$ cat config.mk
export PLATFORM = sky130hd
export DESIGN_NAME = srb_ctrl
export DESIGN_NICKNAME = d
export VERILOG_FILES = /design/src/sv/srb_pkg.sv /design/src/sv/srb_ctrl.sv
export SDC_FILE = /design/constraint.sdc
export NUM_CORES = 1
export LEC_CHECK = 0
export ABC_AREA = 1
export BUFFER_PORTS_ARGS = -buffer_cell sky130_fd_sc_hd__buf_2
export CAP_MARGIN = 10
export CORE_ASPECT_RATIO = 0.8
export CORE_MARGIN = 4
export CORE_UTILIZATION = 64
export CTS_BUF_LIST = sky130_fd_sc_hd__clkbuf_4 sky130_fd_sc_hd__clkbuf_8
export CTS_CLUSTER_SIZE = 25
export DETAILED_ROUTE_END_ITERATION = 16
export PLACE_DENSITY_LB_ADDON = 0.05
export SLEW_MARGIN = 15
export SYNTH_ARGS = -nofsm -noshare
export SYNTH_HDL_FRONTEND = slang
export SYNTH_SLANG_ARGS = --single-unit
$ cat constraint.sdc
create_clock -name clk -period 19.1 [get_ports clk]
set_input_delay 2.865 -clock clk [delete_from_list [all_inputs] [get_ports clk]]
set_output_delay 2.865 -clock clk [all_outputs]
set_load 0.005 [all_outputs]
$ cat src/sv/srb_pkg.sv
// Shared types, constants and helper functions of the sample record buffer.
package srb_pkg;

  localparam int BUF_DEPTH   = 4096;
  localparam int SAMPLE_BITS = 24;

  localparam int ADDR_W    = $clog2(BUF_DEPTH);
  localparam int LEN_W     = $clog2(BUF_DEPTH + 1);
  localparam int OP_W      = 3;
  localparam int SMP_W     = 24;
  localparam int IDX_W     = 16;
  localparam int POS_W     = 13;
  localparam int CFG_LEN_W = 13;
  localparam int MAX1_W    = (LEN_W > CFG_LEN_W) ? LEN_W : CFG_LEN_W;
  localparam int MAX2_W    = (MAX1_W > IDX_W) ? MAX1_W : IDX_W;
  localparam int WIDE_W    = MAX2_W + 1;
  localparam int SX_W      = (SAMPLE_BITS > SMP_W) ? SAMPLE_BITS : SMP_W;

  localparam int CFG_ADDR_W = 3;
  localparam int CFG_DATA_W = 32;

  localparam logic REG_BUFFER_LENGTH = 1'b0;
  localparam logic REG_RECORD_MODE   = 1'b1;

  localparam logic [CFG_LEN_W-1:0] BUFFER_LENGTH_RST = CFG_LEN_W'(4096);

  typedef logic [OP_W-1:0] op_t;
  localparam op_t OP_TICK  = 3'd0;
  localparam op_t OP_START = 3'd1;
  localparam op_t OP_STOP  = 3'd2;
  localparam op_t OP_READ  = 3'd3;
  localparam op_t OP_LOAD  = 3'd4;
  localparam op_t OP_CLEAR = 3'd5;

  typedef struct packed {
    op_t                     op;
    logic signed [SMP_W-1:0] sample;
    logic signed [IDX_W-1:0] index;
    logic                    last;
  } srb_in_t;

  typedef struct packed {
    logic signed [SMP_W-1:0] read_sample;
    logic [POS_W-1:0]        record_position;
    logic [POS_W-1:0]        recorded_length;
    logic                    recording;
  } srb_out_t;

  typedef struct packed {
    logic [CFG_LEN_W-1:0] buffer_length;
    logic                 record_mode;
  } srb_cfg_t;

  // Buffer length clamped to 1..BUF_DEPTH.
  function automatic logic [LEN_W-1:0] eff_len(input logic [CFG_LEN_W-1:0] bl);
    logic [WIDE_W-1:0] b;
    b = WIDE_W'(bl);
    if (b == '0) begin
      b = WIDE_W'(1);
    end else if (b > WIDE_W'(BUF_DEPTH)) begin
      b = WIDE_W'(BUF_DEPTH);
    end
    return b[LEN_W-1:0];
  endfunction

  function automatic logic [SAMPLE_BITS-1:0] to_store(input logic signed [SMP_W-1:0] s);
    logic signed [SX_W-1:0] x;
    x = SX_W'(s);
    return x[SAMPLE_BITS-1:0];
  endfunction

  function automatic logic signed [SMP_W-1:0] from_store(
      input logic signed [SAMPLE_BITS-1:0] w);
    logic signed [SX_W-1:0] x;
    x = SX_W'(w);
    return x[SMP_W-1:0];
  endfunction

  function automatic logic [POS_W-1:0] to_pos(input logic [LEN_W-1:0] v);
    logic [WIDE_W-1:0] t;
    t = WIDE_W'(v);
    return t[POS_W-1:0];
  endfunction

endpackage

$ cat src/sv/srb_ctrl.sv
// Request sequencer: decodes operations, drives the sample RAM and holds the result.
module srb_ctrl (
  input  logic                               clk,
  input  logic                               rst_n,
  input  srb_pkg::srb_cfg_t                  cfg,
  input  logic                               in_valid,
  output logic                               in_stall,
  input  srb_pkg::srb_in_t                   in_data,
  output logic                               out_valid,
  input  logic                               out_stall,
  output srb_pkg::srb_out_t                  out_data,
  output logic                               ram_we,
  output logic [srb_pkg::ADDR_W-1:0]         ram_waddr,
  output logic [srb_pkg::SAMPLE_BITS-1:0]    ram_wdata,
  output logic                               ram_re,
  output logic [srb_pkg::ADDR_W-1:0]         ram_raddr,
  input  logic [srb_pkg::SAMPLE_BITS-1:0]    ram_rdata
);

  typedef enum logic [2:0] {S_INIT, S_IDLE, S_READ, S_ZERO, S_HOLD} state_t;

  state_t                       state_r, state_nxt;
  logic [srb_pkg::LEN_W-1:0]    zaddr_r, zaddr_nxt, zaddr_inc;
  logic [srb_pkg::LEN_W-1:0]    wp_r, wp_nxt, wp_clip, wp_adv;
  logic [srb_pkg::LEN_W-1:0]    take_r, take_nxt;
  logic                         active_r, active_nxt;
  logic                         rd_ok_r, rd_ok_nxt;
  logic                         out_valid_r;
  srb_pkg::srb_out_t            out_data_r, res_r, fin_res;

  logic [srb_pkg::LEN_W-1:0]    len;
  logic [srb_pkg::WIDE_W-1:0]   len_w, idx_w, nl_w;
  logic [srb_pkg::LEN_W-1:0]    nl;
  logic                         idx_neg, in_rng, wp_room;
  logic                         acc, zero_go, finish, out_free, load_out, zlast;

  function automatic srb_pkg::srb_out_t make_res(
      input logic signed [srb_pkg::SMP_W-1:0] rd,
      input logic [srb_pkg::LEN_W-1:0]        wp,
      input logic [srb_pkg::LEN_W-1:0]        tl,
      input logic                             act);
    srb_pkg::srb_out_t r;
    r.read_sample     = rd;
    r.record_position = srb_pkg::to_pos(wp);
    r.recorded_length = srb_pkg::to_pos(tl);
    r.recording       = act;
    return r;
  endfunction

  assign len      = srb_pkg::eff_len(cfg.buffer_length);
  assign len_w    = srb_pkg::WIDE_W'(len);
  assign idx_neg  = in_data.index[srb_pkg::IDX_W-1];
  assign idx_w    = srb_pkg::WIDE_W'(in_data.index[srb_pkg::IDX_W-1:0]);
  assign in_rng   = !idx_neg && (idx_w < len_w);
  assign nl_w     = idx_w + srb_pkg::WIDE_W'(1);
  assign nl       = idx_neg ? '0 : ((nl_w > len_w) ? len : nl_w[srb_pkg::LEN_W-1:0]);

  assign wp_clip  = (wp_r > len) ? len : wp_r;
  assign wp_room  = wp_clip < len;
  assign wp_adv   = wp_room ? srb_pkg::LEN_W'(wp_clip + 1'b1) : wp_clip;
  assign zaddr_inc = srb_pkg::LEN_W'(zaddr_r + 1'b1);
  assign zlast    = zaddr_inc >= len;

  assign acc      = in_valid && (state_r == S_IDLE);
  assign in_stall = (state_r != S_IDLE);
  assign out_free = !out_valid_r || !out_stall;

  // Operation decode and RAM port control
  always_comb begin
    wp_nxt     = wp_r;
    active_nxt = active_r;
    take_nxt   = take_r;
    rd_ok_nxt  = rd_ok_r;
    zero_go    = 1'b0;
    zaddr_nxt  = zaddr_r;
    ram_we     = 1'b0;
    ram_waddr  = zaddr_r[srb_pkg::ADDR_W-1:0];
    ram_wdata  = '0;
    ram_re     = 1'b0;
    ram_raddr  = idx_w[srb_pkg::ADDR_W-1:0];
    if (state_r == S_INIT || state_r == S_ZERO) begin
      ram_we    = 1'b1;
      zaddr_nxt = zaddr_inc;
    end else if (acc) begin
      unique case (in_data.op)
        srb_pkg::OP_TICK: begin
          if (active_r) begin
            ram_we    = wp_room;
            ram_waddr = wp_clip[srb_pkg::ADDR_W-1:0];
            ram_wdata = srb_pkg::to_store(in_data.sample);
            wp_nxt    = wp_adv;
            if (wp_adv >= len) begin
              if (cfg.record_mode) begin
                wp_nxt = '0;
              end else begin
                active_nxt = 1'b0;
                take_nxt   = wp_adv;
              end
            end
          end
        end
        srb_pkg::OP_START: begin
          active_nxt = 1'b1;
          wp_nxt     = '0;
        end
        srb_pkg::OP_STOP: begin
          active_nxt = 1'b0;
          take_nxt   = wp_r;
        end
        srb_pkg::OP_READ: begin
          ram_re    = in_rng;
          rd_ok_nxt = in_rng;
        end
        srb_pkg::OP_LOAD: begin
          ram_we    = in_rng;
          ram_waddr = idx_w[srb_pkg::ADDR_W-1:0];
          ram_wdata = srb_pkg::to_store(in_data.sample);
          if (in_data.last) begin
            take_nxt  = nl;
            zero_go   = nl < len;
            zaddr_nxt = nl;
          end
        end
        srb_pkg::OP_CLEAR: begin
          zero_go   = 1'b1;
          zaddr_nxt = '0;
        end
        default: ;
      endcase
    end
  end

  // Completion and next state
  always_comb begin
    finish    = 1'b0;
    fin_res   = make_res('0, wp_r, take_r, active_r);
    state_nxt = state_r;
    unique case (state_r)
      S_INIT: begin
        if (zaddr_r == srb_pkg::LEN_W'(srb_pkg::BUF_DEPTH - 1)) begin
          state_nxt = S_IDLE;
        end
      end
      S_IDLE: begin
        if (in_valid) begin
          if (in_data.op == srb_pkg::OP_READ) begin
            state_nxt = S_READ;
          end else if (zero_go) begin
            state_nxt = S_ZERO;
          end else begin
            finish  = 1'b1;
            fin_res = make_res('0, wp_nxt, take_nxt, active_nxt);
          end
        end
      end
      S_READ: begin
        finish  = 1'b1;
        fin_res = make_res(rd_ok_r ? srb_pkg::from_store(ram_rdata) : '0,
                           wp_r, take_r, active_r);
      end
      S_ZERO: begin
        finish = zlast;
      end
      S_HOLD: begin
        if (out_free) begin
          state_nxt = S_IDLE;
        end
      end
      default: state_nxt = S_IDLE;
    endcase
    if (finish) begin
      state_nxt = out_free ? S_IDLE : S_HOLD;
    end
  end

  assign load_out = (finish || state_r == S_HOLD) && out_free;

  always_ff @(posedge clk) begin
    if (!rst_n) begin
      state_r     <= S_INIT;
      zaddr_r     <= '0;
      wp_r        <= '0;
      take_r      <= '0;
      active_r    <= 1'b0;
      out_valid_r <= 1'b0;
    end else begin
      state_r  <= state_nxt;
      zaddr_r  <= zaddr_nxt;
      wp_r     <= wp_nxt;
      take_r   <= take_nxt;
      active_r <= active_nxt;
      if (load_out) begin
        out_valid_r <= 1'b1;
        out_data_r  <= (state_r == S_HOLD) ? res_r : fin_res;
      end else if (!out_stall) begin
        out_valid_r <= 1'b0;
      end
      if (finish && !out_free) begin
        res_r <= fin_res;
      end
    end
    rd_ok_r <= rd_ok_nxt;
  end

  assign out_valid = out_valid_r;
  assign out_data  = out_data_r;

endmodule

== Yosys cells after proc, flatten, opt, wreduce, memory -nomap -nowiden ==
Index checks and enable logic that the tools add are counted.

* Logic and storage cells: 135
* Bits of input ports: 86
* Latch bits: 0
* Memories kept: 0
* Bits in writable memories: 0
* Bits in registers: 147
* Bits in read-only memories: 0
* Output and inout bits: 103

* Add/subtract/negate cells: 3
* Eq/ne operators: 18
* Shift operators: 0
* Div/mod/pow operators: 0
* Bitwise operators: 1
* Muxes and demuxes: 68
* Multiply operators: 0
* Reduce and logical (&&, ||, !) cells: 22
* Magnitude comparators: 8

{| class="wikitable"
|+ Operators with widths
! operator !! count
|-
| $mux 13 || 20
|-
| $pmux 51 s2 || 1
|-
| $mux 24 || 4
|-
| $mux 27 || 3
|-
| $pmux 13 s2 || 2
|-
| $mux 51 || 1
|-
| $pmux 24 s2 || 1
|-
| $pmux 13 s3 || 1
|-
| $mux 12 || 3
|-
| $add 13x1->13 const B || 2
|-
| $ge 13x13->1 || 2
|-
| $lt 13x13->1 || 2
|-
| $pmux 12 s2 || 1
|-
| $mux 3 || 7
|-
| $mux 1 || 19
|-
| $add 16x1->17 const B || 1
|-
| $gt 17x13->1 || 1
|-
| $lt 16x13->1 || 1
|-
| $eq 13x12->1 const B || 1
|-
| $gt 13x13->1 || 1
|-
| $gt 13x13->1 const B || 1
|-
| $logic_not 13->1 || 1
|-
| $eq 3x2->1 const B || 4
|-
| $pmux 3 s4 || 1
|-
| other kinds (20) || 39
|}

== Longest topological paths before layout ==
* Depth after elaboration: 18
* Depth in mapped cells: 46

== Worst setup path before layout ==
No wires, ideal clock.

* Kind: input to register
* Start point: input port in_data[1] in the netlist's numbering
* End point: register res_r[0] in the netlist's numbering (enable)
* Stages: 33
* Slack: 10.134 ns
* Buffers on the path: 2
* Data required time: 18.640 ns
* Library setup time: 0.460 ns
* Data arrival time: 8.507 ns
* Path through: ha_1 -> nand2_1 -> nor2_1 -> nand2_1 -> inv_1 -> nand3_1 -> nor2_1 -> inv_1 -> nor2_1 -> or2_2 -> nand2_1 -> inv_1 -> ha_1 -> nand2_1 -> nor2_1 -> a211oi_1 -> nand2_1 -> nand2_1 -> nand3_1 -> buf_2 -> o21ai_0 -> inv_1 -> ha_1 -> a21oi_1 -> nand3b_1 -> a21oi_1 -> nor4_1 -> nand2_1 -> nand4_1 -> buf_2 -> nand2_1 -> nand2_1 -> nor2_1

* Longest elaborated chain between the ends: 15

{| class="wikitable"
|+ Ends and longest elaborated chain
! element !! line !! source
|-
| start: declaration || srb_ctrl.sv:8 || <nowiki>input srb_pkg::srb_in_t in_data,</nowiki>
|-
| $add 16x1->17 (*) || srb_ctrl.sv:55 || <nowiki>assign nl_w = idx_w + srb_pkg::WIDE_W'(1);</nowiki>
|-
| $gt 17x13->1 || srb_ctrl.sv:56 || <nowiki>assign nl = idx_neg ? '0 : ((nl_w > len_w) ? len : nl_w[srb_pkg::LEN_W-1:0]);</nowiki>
|-
| $mux 13 (*) (2 in series) || srb_ctrl.sv:56 ||
|-
| $lt 13x13->1 (*) || srb_ctrl.sv:120 || <nowiki>zero_go = nl < len;</nowiki>
|-
| $mux 1 (*) || srb_ctrl.sv:118 || <nowiki>if (in_data.last) begin</nowiki>
|-
| $pmux 1 s2 (*) || srb_ctrl.sv:85 || <nowiki>unique case (in_data.op)</nowiki>
|-
| $mux 1 (*) || srb_ctrl.sv:84 || <nowiki>end else if (acc) begin</nowiki>
|-
| $mux 1 (*) || srb_ctrl.sv:81 || <nowiki>if (state_r == S_INIT || state_r == S_ZERO) begin</nowiki>
|-
| $mux 1 (*) || srb_ctrl.sv:148 || <nowiki>end else if (zero_go) begin</nowiki>
|-
| $mux 1 (*) || srb_ctrl.sv:146 || <nowiki>if (in_data.op == srb_pkg::OP_READ) begin</nowiki>
|-
| $mux 1 (*) || srb_ctrl.sv:145 || <nowiki>if (in_valid) begin</nowiki>
|-
| $pmux 1 s3 (*) || srb_ctrl.sv:138 || <nowiki>unique case (state_r)</nowiki>
|-
| $logic_and 1x1->1 (*) || srb_ctrl.sv:198 || <nowiki>if (finish && !out_free) begin</nowiki>
|-
| $reduce_and 2->1 (no line) (*) || - ||
|-
| end signal: assignment || srb_ctrl.sv:199 || <nowiki>res_r <= fin_res;</nowiki>
|-
| end: declaration || srb_ctrl.sv:29 || <nowiki>srb_pkg::srb_out_t out_data_r, res_r, fin_res;</nowiki>
|}

Every way passes the cells marked *; elsewhere a longest branch is shown, timed or not.
A chain may end at the register's enable or synchronous reset.

== Worst setup path after layout ==
* Start point: input port cfg[2] in the netlist's numbering
* End point: output port ram_we

* Longest elaborated chain between the ends: 10

{| class="wikitable"
|+ Ends and longest elaborated chain
! element !! line !! source
|-
| start: declaration || srb_ctrl.sv:5 || <nowiki>input srb_pkg::srb_cfg_t cfg,</nowiki>
|-
| $gt 13x13->1 || srb_pkg.sv:60 || <nowiki>end else if (b > WIDE_W'(BUF_DEPTH)) begin</nowiki>
|-
| $mux 13 || srb_pkg.sv:60 ||
|-
| $mux 13 (*) || srb_pkg.sv:58 || <nowiki>if (b == '0) begin</nowiki>
|-
| $gt 13x13->1 || srb_ctrl.sv:58 || <nowiki>assign wp_clip = (wp_r > len) ? len : wp_r;</nowiki>
|-
| $mux 13 || srb_ctrl.sv:58 ||
|-
| $lt 13x13->1 || srb_ctrl.sv:59 || <nowiki>assign wp_room = wp_clip < len;</nowiki>
|-
| $mux 1 || srb_ctrl.sv:87 || <nowiki>if (active_r) begin</nowiki>
|-
| $pmux 1 s2 (*) || srb_ctrl.sv:85 ||
|-
| $mux 1 (*) || srb_ctrl.sv:84 ||
|-
| $mux 1 (*) || srb_ctrl.sv:81 ||
|-
| end: declaration || srb_ctrl.sv:12 || <nowiki>output logic ram_we,</nowiki>
|}

Marks and branches as above.

==> impl_metrics.tcl <==
set metrics [dict create \
    status "completed" \
    cts_made_buffers 17 \
    yosys-top-cells-area "edfxtp_1 (28%), nand2_1 (14%), ha_1 (11%)" \
    overflow 0 \
    cpLargestDelayFamily "simple AND/OR/NAND/NOR gates" \
    max_stage_delay_ns 0.47 \
    fmax_mhz 97.9 \
    synth_top_area_cell "edfxtp_1" \
    hold_class "reg -> reg" \
    slew_headroom_pct 28.1 \
    fin_crit_sh_pct 53.5 \
    cp.arrival_ns 7.35 \
    die_x_um 154 \
    synth-main-ff-cell "edfxtp_1" \
    nets 1806 \
    grt_use_total_pct 36.3 \
    cp-start-kind "input pin" \
    cts_tree "done" \
    coreArea_um2 16600 \
    cts_root_buffer "clkbuf_8" \
    clk_latency_ns 0.47 \
    clock_path_buffers 2 \
    crit_top_cell "nand2_1" \
    drtAntennaViolNets 0 \
    rsz0062_at_grt "no" \
    post-cts-setup-buffers 0 \
    period_needed_ns 10.22 \
    power.leakage_nw 5.79 \
    synthCells 1474 \
    post_drt_wl_per_cell_um 19.1 \
    maxSlewViolCount 0 \
    routed_wl_um 35500 \
    synth_top_area_share_pct 28.4 \
    dieArea_um2 19200 \
    via_per_inst 6.01 \
    worst_slew_pin_slew_ns 1.07 \
    yosys-top-cells-count "nand2_1 (404), inv_1 (191), nor2_1 (132)" \
    dr.pass1.iters 5 \
    fin_hold_ws_ns 0.507 \
    crit_type "in -> out" \
    die_h_um 125 \
    h-tree-depth 4 \
    grt_max_degree 52 \
    syn_area_um2 10900 \
    rows 42 \
    holdBufCountCts 0 \
    finalSetupTns_ns 0 \
    power_density_nw_per_um2 71.3 \
    num_vias 11190 \
    path_max_fanout 21 \
    cp-end-kind "output port" \
    max-cap-violations 0 \
    initial_utilization_pct 65.6 \
    dpl.hpwl_um 26400 \
    synth-seq-cells 147 \
    synth-edff-count 103 \
    synthToLayoutAreaGrowth_pct 12.9 \
    drc 0 \
    antenna_found_initial 1 \
    cts.sinks 147 \
    place.gp.congestion 0.970 \
    n_antenna_cell 0 \
    cp_slowest_cell "ha_1" \
    setup_violations 0 \
    clk_pin_slew_ns 0.09 \
    grt_pass1_vias 10553 \
    skew_ns 0.0202 \
    drive_above_1_share_pct 17.1 \
    grt_pass1_wl_um 55300 \
    io_pins 189 \
    yosysUniqueCellTypes 52 \
    numPortBuffers 188 \
    final_core_util_pct 74.0 \
    syn_nets 1652 \
    cp.buffers_inverters 2 \
    synth_most_common_cell "nand2_1" \
    ir_drop_uv 56.8 \
    async_reset_ff_share_pct 0 \
    ys_seq_area_share_pct 36.5 \
    post_cts_resized 0 \
    yosys_warnings 0 \
    drtIter0Drc 1612 \
    cp.required_ns 16.23 \
    hold_viol 0 \
    power_uw 877 \
    post_synth.cell_area_avg_um2 7.39 \
]
cell families (layout without fill, tap and decap cells):
| group | Yosys count | in the layout | synth area share, % |
|---|---|---|---|
| AOI/OAI and AO/OA | 288 | 288 | 15.8 |
| adders and majority gates | 92 | 92 | 10.6 |
| xor gates and xnor gates | 14 | 14 | 1.13 |
| buffers and inverters | 260 | 427 | 9.67 |
| and+or+nand+nor | 673 | 673 | 26.4 |
| DFF | 147 | 147 | 36.5 |
sequential cells by signal, summed over array words and instances, names as in the netlist:
signal	count
wp_r	13
active_r	1
take_r	13
zaddr_r	13
state_r	3
out_valid	1
res_r	51
out_data	51
rd_ok_r	1
worst paths after layout:
kind / end / slack, ns / cells after the start / startpoint
hold reg to reg: take_r[10]$_SDFF_PN0_ / 0.51 / 2 / take_r[10]$_SDFF_PN0_
setup reg to reg: out_data[1]$_DFFE_PP_ / 12.55 / 36 / wp_r[1]$_SDFF_PN0_
setup / recovery: ram_we / 8.88 / 26 / cfg[2]
hold / removal: take_r[10]$_SDFF_PN0_ / 0.51 / 2 / take_r[10]$_SDFF_PN0_
tightest hold or removal path, stage by stage, from the launching register on:
cell	delay [ns]
dfxtp_1	0.32
nand2_1	0.08
a21oi_1	0.06
routing by layer:
metal  wire [µm]  GRT usage, %  up-vias
met5          13             0        -
met4        1150          12.0        2
met3        4490          8.79      116
met1       14000          49.3     5121
met2       15900          57.3      749
li1            -             -     5202
area by class of cell:
type	instances	area (µm²)
fillers	1200	4310
repair buffers	196	1000
clock buffers	17	234
well taps	220	275
clock inverters	15	191
flip-flops and latches	147	3970
multi-input cells	1067	5870
inverters	199	748
cell usage in the layout (no fill, tap or decap), types with 13 or more instances in the layout:
cell type / Yosys / routed
a211oi_1: 14 / 14
a21oi_1: 92 / 92
buf_2: 7 / 188
clkbuf_8: 0 / 17
dfxtp_1: 44 / 44
edfxtp_1: 103 / 103
ha_1: 92 / 92
inv_1: 191 / 190
nand2_1: 404 / 404
nand2_2: 15 / 15
nand3_1: 46 / 46
nand4_1: 21 / 21
nor2_1: 132 / 131
o21ai_0: 75 / 75
o21ai_1: 21 / 21
o22ai_1: 20 / 20
xor2_1: 13 / 13
power by group:
group	internal, mW	switching (mW)	leakage (nW)
combinational	0.0763	0.152	4.25
clock	0.133	0.138	0.212
sequential	0.366	0.0123	1.33
metrics by stage:
step                      area [µm²]  cells  worst slack [ns]
after detailed placement       11900   1829              9.10
after global routing           12300   1861              8.71
final                          12300   1861              8.88
after CTS                      12300   1861              9.07
after global placement         11900   1829              9.17
after floorplan                10900   1474             10.13
Note: power is estimated with default switching activity, not from simulation.
