--- src/sv/srb_pkg.sv ---
// Shared types, constants and helper functions of the sample record buffer.
package srb_pkg;

  localparam int BUF_DEPTH   = 4096;
  localparam int SAMPLE_BITS = 24;

  localparam int ADDR_W    = $clog2(BUF_DEPTH);
  localparam int LEN_W     = $clog2(BUF_DEPTH + 1);
  localparam int OP_W      = 3;
  localparam int SMP_W     = 24;
  localparam int IDX_W     = 16;
  localparam int POS_W     = 13;
  localparam int CFG_LEN_W = 13;
  localparam int MAX1_W    = (LEN_W > CFG_LEN_W) ? LEN_W : CFG_LEN_W;
  localparam int MAX2_W    = (MAX1_W > IDX_W) ? MAX1_W : IDX_W;
  localparam int WIDE_W    = MAX2_W + 1;
  localparam int SX_W      = (SAMPLE_BITS > SMP_W) ? SAMPLE_BITS : SMP_W;

  localparam int CFG_ADDR_W = 3;
  localparam int CFG_DATA_W = 32;

  localparam logic REG_BUFFER_LENGTH = 1'b0;
  localparam logic REG_RECORD_MODE   = 1'b1;

  localparam logic [CFG_LEN_W-1:0] BUFFER_LENGTH_RST = CFG_LEN_W'(4096);

  typedef logic [OP_W-1:0] op_t;
  localparam op_t OP_TICK  = 3'd0;
  localparam op_t OP_START = 3'd1;
  localparam op_t OP_STOP  = 3'd2;
  localparam op_t OP_READ  = 3'd3;
  localparam op_t OP_LOAD  = 3'd4;
  localparam op_t OP_CLEAR = 3'd5;

  typedef struct packed {
    op_t                     op;
    logic signed [SMP_W-1:0] sample;
    logic signed [IDX_W-1:0] index;
    logic                    last;
  } srb_in_t;

  typedef struct packed {
    logic signed [SMP_W-1:0] read_sample;
    logic [POS_W-1:0]        record_position;
    logic [POS_W-1:0]        recorded_length;
    logic                    recording;
  } srb_out_t;

  typedef struct packed {
    logic [CFG_LEN_W-1:0] buffer_length;
    logic                 record_mode;
  } srb_cfg_t;

  // Buffer length clamped to 1..BUF_DEPTH.
  function automatic logic [LEN_W-1:0] eff_len(input logic [CFG_LEN_W-1:0] bl);
    logic [WIDE_W-1:0] b;
    b = WIDE_W'(bl);
    if (b == '0) begin
      b = WIDE_W'(1);
    end else if (b > WIDE_W'(BUF_DEPTH)) begin
      b = WIDE_W'(BUF_DEPTH);
    end
    return b[LEN_W-1:0];
  endfunction

  function automatic logic [SAMPLE_BITS-1:0] to_store(input logic signed [SMP_W-1:0] s);
    logic signed [SX_W-1:0] x;
    x = SX_W'(s);
    return x[SAMPLE_BITS-1:0];
  endfunction

  function automatic logic signed [SMP_W-1:0] from_store(
      input logic signed [SAMPLE_BITS-1:0] w);
    logic signed [SX_W-1:0] x;
    x = SX_W'(w);
    return x[SMP_W-1:0];
  endfunction

  function automatic logic [POS_W-1:0] to_pos(input logic [LEN_W-1:0] v);
    logic [WIDE_W-1:0] t;
    t = WIDE_W'(v);
    return t[POS_W-1:0];
  endfunction

endpackage

--- src/sv/srb_cfg.sv ---
// APB configuration registers: buffer length and record mode.
module srb_cfg (
  input  logic                              clk,
  input  logic                              rst_n,
  input  logic                              psel,
  input  logic                              penable,
  input  logic                              pwrite,
  input  logic [srb_pkg::CFG_ADDR_W-1:0]    paddr,
  input  logic [srb_pkg::CFG_DATA_W-1:0]    pwdata,
  output logic [srb_pkg::CFG_DATA_W-1:0]    prdata,
  output logic                              pready,
  output srb_pkg::srb_cfg_t                 cfg
);

  logic [srb_pkg::CFG_LEN_W-1:0] buffer_length_r;
  logic                          record_mode_r;
  logic                          reg_sel;

  assign reg_sel = paddr[srb_pkg::CFG_ADDR_W-1];
  assign pready  = 1'b1;

  always_ff @(posedge clk) begin
    if (!rst_n) begin
      buffer_length_r <= srb_pkg::BUFFER_LENGTH_RST;
      record_mode_r   <= 1'b0;
    end else if (psel && penable && pwrite) begin
      unique case (reg_sel)
        srb_pkg::REG_BUFFER_LENGTH: buffer_length_r <= pwdata[srb_pkg::CFG_LEN_W-1:0];
        srb_pkg::REG_RECORD_MODE:   record_mode_r   <= pwdata[0];
        default: ;
      endcase
    end
  end

  always_comb begin
    unique case (reg_sel)
      srb_pkg::REG_BUFFER_LENGTH: prdata = srb_pkg::CFG_DATA_W'(buffer_length_r);
      srb_pkg::REG_RECORD_MODE:   prdata = srb_pkg::CFG_DATA_W'(record_mode_r);
      default:                    prdata = '0;
    endcase
  end

  assign cfg.buffer_length = buffer_length_r;
  assign cfg.record_mode   = record_mode_r;

endmodule

--- config.mk ---
export PLATFORM = sky130hd
export DESIGN_NAME = srb_cfg
export DESIGN_NICKNAME = d
export VERILOG_FILES = /design/src/sv/srb_pkg.sv /design/src/sv/srb_cfg.sv
export SDC_FILE = /design/constraint.sdc
export NUM_CORES = 1
export LEC_CHECK = 0
export BUFFER_PORTS_ARGS = -buffer_cell sky130_fd_sc_hd__buf_2
export CAP_MARGIN = 20
export CORE_MARGIN = 2
export CORE_UTILIZATION = 31
export CTS_CLUSTER_DIAMETER = 150
export CTS_CLUSTER_SIZE = 16
export DETAILED_ROUTE_END_ITERATION = 16
export HOLD_SLACK_MARGIN = 0.06
export PLACE_DENSITY_LB_ADDON = 0.1
export SYNTH_ARGS = -nofsm -noshare
export SYNTH_HDL_FRONTEND = slang
export SYNTH_SLANG_ARGS = --single-unit
--- constraint.sdc ---
create_clock -name clk -period 0.9 [get_ports clk]
set_clock_uncertainty 0.05 [all_clocks]
set_input_delay 0.18 -clock clk [delete_from_list [all_inputs] [get_ports clk]]
set_output_delay 0.18 -clock clk [all_outputs]
set_load 0.05 [all_outputs]
## Word level (Yosys, flattened, before mapping)

Cells that the tools add are included.

- Output and inout port bits: 47
- Register bits: 14

- Bitwise gates (word level): 1
- Reduce and logical (&&, ||, !) cells: 4
- Muxes and demuxes: 1

Operators by type and width:

| kind | number |
|---|---|
| $pmux W32 S2 | 1 |
| $reduce_and A2 Y1 | 2 |
| $logic_and A1 B1 Y1 | 2 |
| $not A1 Y1 | 1 |

## Depth between registers and ports, before layout

Gate-level depths: netlist (run 1).

- Depth in word-level cells: 3
- Gate-level depth with buffers: 4

## Least setup slack after synthesis (run 1)

Ideal clock, no wire load.

- Kind: reg-to-output
- Start: register buffer_length_r[11] in the netlist's numbering
- End: output prdata[11] in the netlist's numbering
- Buffers on the path: 0
- Cell stages (with the launch flop): 2
- Arrival time: 1.410 ns
- Slack: -0.740 ns
- Required time: 0.670 ns
- Cell sequence: dfxtp_1 > nor2b_1

- Cells in the longest elaborated chain, start to end: 1

RTL lines:

| what | RTL line | text |
|---|---|---|
| start, declared | srb_cfg.sv:15 | `logic [srb_pkg::CFG_LEN_W-1:0] buffer_length_r;` |
| start signal, assigned | srb_cfg.sv:24 | `buffer_length_r <= srb_pkg::BUFFER_LENGTH_RST;` |
| start signal, assigned | srb_cfg.sv:28 | `srb_pkg::REG_BUFFER_LENGTH: buffer_length_r <= pwdata[srb_pkg::CFG_LEN_W-1:0];` |
| $pmux W32 S2 | srb_cfg.sv:36 | `unique case (reg_sel)` |
| end, declared | srb_cfg.sv:10 | `output logic [srb_pkg::CFG_DATA_W-1:0] prdata,` |

No other way between the ends. The select of a mux whose other input is x is not followed.

## Worst setup path after layout (run 1)

- Start: register buffer_length_r[0] in the netlist's numbering
- End: output prdata[0] in the netlist's numbering

Same word-level chain as after synthesis.

==> impl_metrics.prom, run 1 <==
# TYPE chip_impl_metric gauge
chip_impl_metric{name="floorplan.rows",unit=""} 18
chip_impl_metric{name="power_density",unit="mW/mm2"} 981.5
chip_impl_info{name="most_frequent_cell_after_synthesis",value="nand2_1"} 1
chip_impl_metric{name="netlist-cell-type-count",unit=""} 14
chip_impl_metric{name="grt_overflow",unit=""} 0
chip_impl_metric{name="fill_cells",unit=""} 224
chip_impl_metric{name="netlist_area_pre_place",unit="um2"} 848.3
chip_impl_metric{name="floorplan.die_area",unit="mm2"} 0.003171
chip_impl_info{name="failed_checks",value="negative setup slack"} 1
chip_impl_metric{name="worst_skew_pair.late_latency",unit="ns"} 0.27
chip_impl_metric{name="ant_nets",unit=""} 0
chip_impl_info{name="setup.worst_path.start_class",value="register"} 1
chip_impl_info{name="synthTopCellsByCount",value="25 x nand2_1, 21 x buf_4, 14 x dfxtp_1, 14 x mux2i_1, 12 x nor2b_1"} 1
chip_impl_metric{name="finalCritPeriodShare",unit="%"} 140.3
chip_impl_info{name="slowest_stage",value="dfxtp_4"} 1
chip_impl_metric{name="htree_levels",unit=""} 1
chip_impl_metric{name="cts_buffers",unit=""} 3
chip_impl_metric{name="drtIter0Drc",unit=""} 7
chip_impl_info{name="setup.worst_path.class",value="register to output port"} 1
chip_impl_metric{name="synth_async_sr_flop_share",unit="%"} 0
chip_impl_info{name="clockRootBuffer",value="clkbuf_4"} 1
chip_impl_info{name="worst_hold_path_type",value="input pin to register"} 1
chip_impl_metric{name="ys_seq_elements",unit=""} 14
chip_impl_metric{name="buffer_ports.inserted",unit=""} 45
chip_impl_info{name="critical-path-top-delay-family",value="flip-flops"} 1
chip_impl_metric{name="antenna_diode_count",unit=""} 0
chip_impl_metric{name="grt_pass1_wl",unit="um"} 3236
chip_impl_metric{name="via_count_of_the_first_global_routing_pass",unit=""} 756
chip_impl_metric{name="final.hold.worst_slack",unit="ns"} 0.08217
chip_impl_info{name="netlist.top_cell.by_area",value="dfxtp_1"} 1
chip_impl_metric{name="p_leak",unit="nW"} 0.6714
chip_impl_metric{name="critical_path_required",unit="ns"} 0.67
chip_impl_info{name="synth_flop_cell",value="dfxtp_1"} 1
chip_impl_metric{name="number_of_instances_in_the_synthesized_netlist",unit=""} 99
chip_impl_metric{name="coreArea",unit="mm2"} 0.002545
chip_impl_metric{name="synth-edff-count",unit=""} 0
chip_impl_metric{name="cp_num_buf_inv",unit=""} 1
chip_impl_metric{name="ir_worst_vdd",unit="uV"} 678.2
chip_impl_metric{name="vias",unit=""} 745
chip_impl_metric{name="drt_pass1_iterations",unit=""} 2
chip_impl_metric{name="routabilityCongestion",unit=""} 0.7017
chip_impl_metric{name="clk_pin_slew_worst_paths",unit="ns"} 0.09
chip_impl_info{name="grt_setup_unrepaired",value="true"} 1
chip_impl_metric{name="clock_sink_count",unit=""} 14
chip_impl_metric{name="grt_max_degree",unit=""} 14
chip_impl_info{name="worstSetupEndpointType",value="output port"} 1
chip_impl_metric{name="syn-mean-instance-area",unit="um2"} 8.569
chip_impl_metric{name="cap_viol_max_count",unit=""} 0
chip_impl_metric{name="place_hpwl",unit="um"} 1466
chip_impl_metric{name="detail_route.vias_per_cell",unit=""} 4.071
chip_impl_metric{name="total_routed_length",unit="um"} 1965
chip_impl_metric{name="hold_viol_final",unit=""} 0
chip_impl_info{name="top_area_cells_in_the_synthesized_netlist",value="dfxtp_1 33%, buf_4 19%, mux2i_1 17%"} 1
chip_impl_metric{name="final_layout_size_suffix_gt1_share",unit="%"} 58.17
chip_impl_metric{name="fmax",unit="GHz"} 0.7920
chip_impl_metric{name="ys_warn_count",unit=""} 0
chip_impl_metric{name="timing_max_transition_violations_final",unit=""} 0
chip_impl_metric{name="finalWorstPathRequiredPeriod",unit="ns"} 1.263
chip_impl_metric{name="floorplan.initialDensity",unit="%"} 33.33
chip_impl_metric{name="floorplan.die.width",unit="um"} 56.31
chip_impl_metric{name="postLayoutSetupSlackWorst",unit="ns"} -0.3626
chip_impl_info{name="status",value="finished, violations left"} 1
chip_impl_metric{name="critical_path.max_fanout",unit=""} 2
chip_impl_metric{name="die-height",unit="um"} 56.31
chip_impl_metric{name="worst_path_arrival_time",unit="ns"} 1.03
chip_impl_metric{name="synthDominantCellAreaShare",unit="%"} 33.04
chip_impl_metric{name="cts.path.max_buffers",unit=""} 2
chip_impl_metric{name="remaining_drc_errors",unit=""} 0
chip_impl_metric{name="critPathMaxStageDelay",unit="ns"} 0.35
chip_impl_metric{name="syn_to_final_growth",unit="%"} 78.17
chip_impl_info{name="cp_cell_sequence",value="mux2_4, buf_6"} 1
chip_impl_metric{name="number_of_antenna_violations_at_the_first_check_in_global_routing",unit=""} 0
chip_impl_metric{name="detail_route.wl_per_cell",unit="um"} 10.74
chip_impl_metric{name="floorplan.io_pins",unit=""} 87
chip_impl_metric{name="final_core_utilization",unit="%"} 59.39
chip_impl_metric{name="grt.total_usage",unit="%"} 12.70
chip_impl_metric{name="setup_violations",unit=""} 27
chip_impl_metric{name="portion_of_the_post_synthesis_area_used_by_sequential_elements",unit="%"} 33.04
chip_impl_info{name="clock_tree_from_tritoncts",value="yes"} 1
chip_impl_metric{name="finish.net_count",unit=""} 194
worst reg2reg max path: stages (launching register included):
cell and delay (ns):
dfxtp_4 0.35, buf_6 0.11, buf_4 0.12, nand2_1 0.04, mux2i_1 0.06
path summary, 6_finish.rpt:
| check | startpoint | endpoint | slack, ns | cells past startpoint |
|---|---|---|---|---|
| worst max-delay path | buffer_length_r[0]$_SDFFE_PN0P_ | prdata[0] | -0.36 | 2 |
| worst min-delay path | pwdata[4] | buffer_length_r[4]$_SDFFE_PN0P_ | 0.08 | 3 |
| worst max register to register | buffer_length_r[10]$_SDFFE_PN0P_ | buffer_length_r[10]$_SDFFE_PN0P_ | 0.06 | 4 |
| worst min register to register | buffer_length_r[11]$_SDFFE_PN0P_ | buffer_length_r[11]$_SDFFE_PN0P_ | 0.44 | 2 |
metrics by stage:
stage | TNS, ns | power, mW | std cells | setup WS, ns | cell area, um2
2_1_floorplan | -1.656 | 1.062 | 117 | -0.1052 | 1050
3_3_place_gp | -5.243 | 1.082 | 173 | -0.2227 | 1187
3_5_place_dp | -5.585 | 1.084 | 173 | -0.2633 | 1187
4_1_cts | -5.688 | 1.496 | 178 | -0.3780 | 1455
5_1_grt | -6.726 | 1.572 | 183 | -0.3980 | 1511
6_report | -5.536 | 1.484 | 183 | -0.3626 | 1511
cells in the final DEF, fill, tap and decap left out, drive strengths merged:
master	instances
and2b	2
and4b	1
buf	59
clkbuf	3
clkinv	1
conb	20
dfxtp	14
mux2	1
mux2i	14
nand2	25
nand4	1
nor2b	12
per-layer routing:
metal / part of all wire (%) / wire [um] / track usage, % / vias up
met3: 9.6 / 189 / 3.687 / 0
met4: 0 / 0 / 4.082 / 0
met1: 41 / 813 / 15.80 / 331
met5: 0 / 0 / 0 / -
met2: 49 / 963 / 21.01 / 37
li1: - / - / - / 377
cell families (layout without fill, tap and decap cells):
logic type | count (synthesis) | count (layout) | synth area share, %
buf+inv | 27 | 63 | 24.34
flops | 14 | 14 | 33.04
mux | 15 | 15 | 17.85
other cells | 2 | 20 | 0.8853
simple gates | 41 | 41 | 23.89
report_power, final:
part	switching, mW	internal, mW	leakage, nW	total (mW)
Sequential	0.0123	0.603	0.123	0.615
Combinational	0.359	0.156	0.533	0.515
Clock	0.193	0.160	0.0154	0.353
flip-flops by register name, indices dropped and copies added, names as in the netlist:
signal and flops:
buffer_length_r 13, record_mode_r 1
cell type report:
| class | count | area, um2 | share of cell area [%] |
|---|---|---|---|
| timing repair buffer | 59 | 606.8 | 40.15 |
| multi-input combinational | 76 | 510.5 | 33.77 |
| sequential | 14 | 330.3 | 21.85 |
| tap | 30 | 37.54 | 2.483 |
| clock buffer | 3 | 22.52 | 1.490 |
| clock inverter | 1 | 3.754 | 0.2483 |
timing repair:
item,CTS,global route
hold buffers,0,0
setup buffers,1,6
resized for setup,72,6
cloned,0,0
setup endpoints to repair,27,28
(Power assumes the default switching activity.)
==> run 2, diff against run 1 <==
ABC_AREA = 1   (was unset)
CORE_UTILIZATION = 33   (was 31)
==> impl_metrics.prom, run 2 <==
# TYPE chip_impl_metric gauge
chip_impl_info{name="status",value="finished, violations left"} 1
chip_impl_info{name="failed_checks",value="negative setup slack"} 1
chip_impl_info{name="layout.cells.most_common",value="nor2_1"} 1
chip_impl_metric{name="remaining_drc_errors",unit=""} 0
chip_impl_metric{name="syn-mean-instance-area",unit="um2"} 6.571
chip_impl_metric{name="largest_register_ffs",unit=""} 13
chip_impl_metric{name="grt_max_degree",unit=""} 15
chip_impl_metric{name="place_hpwl",unit="um"} 1625
chip_impl_metric{name="worst_skew_pair.late_latency",unit="ns"} 0.27
chip_impl_info{name="worst_r2r_startpoint",value="record_mode_r$_SDFFE_PN0P_"} 1
chip_impl_info{name="worstSetupEndpointType",value="output port"} 1
chip_impl_metric{name="total_routed_length",unit="um"} 2092
chip_impl_metric{name="floorplan.initialDensity",unit="%"} 34.37
chip_impl_metric{name="cap_viol_max_count",unit=""} 0
chip_impl_info{name="min_from",value="pwdata[12]"} 1
chip_impl_metric{name="htree_levels",unit=""} 1
chip_impl_metric{name="ctsHoldBuffers",unit=""} 0
chip_impl_metric{name="synth-edff-count",unit=""} 0
chip_impl_metric{name="number_of_instances_in_the_synthesized_netlist",unit=""} 143
chip_impl_metric{name="ys_warn_count",unit=""} 0
chip_impl_metric{name="timing.reg2reg.setup_slack",unit="ns"} 0.13
chip_impl_metric{name="buffer_ports.inserted",unit=""} 45
chip_impl_info{name="biggestRegsByFlops",value="buffer_length_r: 13 flops, record_mode_r: 1 flops"} 1
chip_impl_metric{name="netlist-cell-type-count",unit=""} 16
chip_impl_metric{name="antenna_diode_count",unit=""} 0
chip_impl_metric{name="vias",unit=""} 929
chip_impl_metric{name="p_leak",unit="nW"} 0.7737
chip_impl_info{name="grt_setup_unrepaired",value="true"} 1
chip_impl_metric{name="setup_violations",unit=""} 27
chip_impl_metric{name="grt_overflow",unit=""} 0
chip_impl_info{name="critical_path.startpoint",value="buffer_length_r[0]$_SDFFE_PN0P_"} 1
chip_impl_metric{name="dpl-instance-area",unit="mm2"} 0.001310
chip_impl_metric{name="clock_sink_count",unit=""} 14
chip_impl_info{name="most_frequent_cell_after_synthesis",value="nor2_1"} 1
chip_impl_metric{name="layout.cell_area.non_filler",unit="mm2"} 0.001583
chip_impl_info{name="worst_hold_path_type",value="input pin to register"} 1
chip_impl_info{name="layout_common_cells",value="24 x nor2_1, 20 x conb_1, 18 x buf_2, 18 x buf_6, 15 x nand2_1"} 1
chip_impl_metric{name="die-height",unit="um"} 57.36
chip_impl_metric{name="clock_power_share",unit="%"} 25.4
chip_impl_info{name="clock_tree_from_tritoncts",value="yes"} 1
chip_impl_metric{name="hold-path-cell-count",unit=""} 3
chip_impl_metric{name="r2r_cell_count",unit=""} 3
chip_impl_info{name="setup.worst_path.class",value="register to output port"} 1
chip_impl_metric{name="synthDominantCellAreaShare",unit="%"} 29.83
chip_impl_metric{name="finalWorstPathRequiredPeriod",unit="ns"} 1.154
chip_impl_metric{name="detail_route.vias_per_cell",unit=""} 4.111
chip_impl_metric{name="final.hold.worst_slack",unit="ns"} 0.07271
chip_impl_metric{name="routed-wl-met3",unit="um"} 106
chip_impl_metric{name="detail_route_met2_wl",unit="um"} 1156
chip_impl_info{name="synth_flop_cell",value="dfxtp_1"} 1
chip_impl_metric{name="critical_path.max_fanout",unit=""} 3
chip_impl_info{name="top_sig_layer",value="met4"} 1
chip_impl_info{name="critical_path.reg2reg.endpoint",value="record_mode_r$_SDFFE_PN0P_"} 1
chip_impl_info{name="largest-register",value="buffer_length_r"} 1
chip_impl_metric{name="finalCritPeriodShare",unit="%"} 128.2
chip_impl_metric{name="floorplan.die_area",unit="mm2"} 0.003290
chip_impl_metric{name="switchingPower",unit="mW"} 0.6870
chip_impl_metric{name="floorplan.rows",unit=""} 19
chip_impl_metric{name="fmax",unit="GHz"} 0.8669
chip_impl_metric{name="netlist_area_pre_place",unit="um2"} 939.7
chip_impl_metric{name="final_layout_size_suffix_gt1_share",unit="%"} 56.41
chip_impl_metric{name="detail_route.wirelength.met1",unit="um"} 797
chip_impl_info{name="clockRootBuffer",value="clkbuf_4"} 1
chip_impl_metric{name="finish.net_count",unit=""} 236
chip_impl_metric{name="ys_seq_elements",unit=""} 14
chip_impl_metric{name="drt_pass1_iterations",unit=""} 2
chip_impl_metric{name="routabilityCongestion",unit=""} 0.7206
chip_impl_metric{name="sw_frac_of_total",unit="%"} 39.51
chip_impl_metric{name="combinationalPowerShare",unit="%"} 37.8
chip_impl_metric{name="fill_cells",unit=""} 264
chip_impl_metric{name="timing_max_transition_violations_final",unit=""} 0
chip_impl_metric{name="floorplan.die.width",unit="um"} 57.36
chip_impl_metric{name="grt_pass1_wl",unit="um"} 3553
chip_impl_metric{name="cts.path.max_buffers",unit=""} 2
chip_impl_metric{name="synth_async_sr_flop_share",unit="%"} 0
chip_impl_metric{name="ir_worst_vdd",unit="uV"} 669.6
chip_impl_info{name="setup.worst_path.start_class",value="register"} 1
chip_impl_metric{name="detail_route.wl_per_cell",unit="um"} 9.257
chip_impl_metric{name="grt.total_usage",unit="%"} 13.80
chip_impl_metric{name="layout.area.seq",unit="um2"} 332.8
chip_impl_metric{name="critical_path_required",unit="ns"} 0.67
chip_impl_metric{name="via_count_of_the_first_global_routing_pass",unit=""} 852
chip_impl_info{name="holdPathEnd",value="buffer_length_r[12]$_SDFFE_PN1P_"} 1
chip_impl_metric{name="cellInternalPower",unit="mW"} 1.052
chip_impl_metric{name="power_density",unit="mW/mm2"} 1098
chip_impl_info{name="synthTopCellsByCount",value="36 x nor2_1, 25 x inv_1, 21 x buf_4, 18 x nand2_1, 14 x dfxtp_1"} 1
chip_impl_metric{name="syn_to_final_growth",unit="%"} 68.44
chip_impl_metric{name="clk_pin_slew_worst_paths",unit="ns"} 0.09
chip_impl_metric{name="postLayoutSetupSlackWorst",unit="ns"} -0.2535
chip_impl_metric{name="floorplan.io_pins",unit=""} 87
chip_impl_metric{name="multi_input_logic_area",unit="um2"} 531.8
chip_impl_metric{name="cts_buffers",unit=""} 3
chip_impl_metric{name="number_of_antenna_violations_at_the_first_check_in_global_routing",unit=""} 0
chip_impl_info{name="top_area_cells_in_the_synthesized_netlist",value="dfxtp_1 30%, buf_4 17%, nor2_1 14%"} 1
chip_impl_metric{name="coreArea",unit="mm2"} 0.002734
chip_impl_metric{name="worst_path_arrival_time",unit="ns"} 0.92
chip_impl_metric{name="ant_nets",unit=""} 0
chip_impl_metric{name="drtIter0Drc",unit=""} 1
chip_impl_metric{name="seqPwrFrac",unit="%"} 36.7
chip_impl_metric{name="portion_of_the_post_synthesis_area_used_by_sequential_elements",unit="%"} 29.83
chip_impl_info{name="netlist.top_cell.by_area",value="dfxtp_1"} 1
chip_impl_metric{name="hold_viol_final",unit=""} 0
chip_impl_metric{name="finalSetupTns",unit="ns"} -5.254
run 2: logic make-up after synthesis:
kind of cell / share of synthesized area, %
flops: 29.83
buf+inv: 33.69
simple gates: 34.22
compound gates: 1.464
other cells: 0.7992
run 2: stage by stage:
stage	utilization (%)	total power, mW	worst slack [ns]	cells
finish	57.89	1.739	-0.2535	226
global route	57.89	1.853	-0.3043	226
CTS	54.32	1.735	-0.2514	223
detailed placement	47.92	1.244	-0.1767	219
global placement	47.92	1.239	-0.1772	219
floorplan	-	1.206	-0.1011	161
run 2: what timing repair did:
| item | 4_1_cts | 5_1_grt |
|---|---|---|
| endpoints found under the setup margin | 27 | 27 |
| setup buffers | 0 | 3 |
| pin swaps | 13 | 1 |
| gates resized for setup | 46 | 24 |
run 2: worst max-delay path, stage by stage (launching register included):
cell and delay [ns]:
dfxtp_4 0.38, nand2_4 0.06, nand2_8 0.07, buf_8 0.13
run 2: power by group through the flow:
stage | Sequential [mW] | Clock, mW | Combinational (mW)
after floorplan | 0.721 | 0 | 0.485
after global placement | 0.649 | 0 | 0.591
after detailed placement | 0.650 | 0 | 0.595
after CTS | 0.638 | 0.465 | 0.632
after global routing | 0.643 | 0.512 | 0.698
final | 0.638 | 0.442 | 0.658
run 2: final cells by class:
| type | count | share of cell area (%) |
|---|---|---|
| clock buffers | 4 | 2.292 |
| inverters | 26 | 6.324 |
| repair buffers | 57 | 34.31 |
| flip-flops and latches | 14 | 21.03 |
| well taps | 31 | 2.451 |
| multi-input cells | 94 | 33.60 |
run 2: layer usage:
metal  GRT usage (%)  vias to the layer above
met5               0                        -
met2           25.49                       39
met1           14.92                      407
met3           2.948                        4
li1                -                      479
met4           5.980                        0
run 2: how the worst max path moves through the flow:
stage	endpoint	slack, ns	cells after the start
finish	prdata[0]	-0.25	3
global route	prdata[1]	-0.30	3
CTS	prdata[6]	-0.25	3
global placement	prdata[0]	-0.18	4
detailed placement	prdata[4]	-0.18	4
floorplan	prdata[10]	-0.10	2
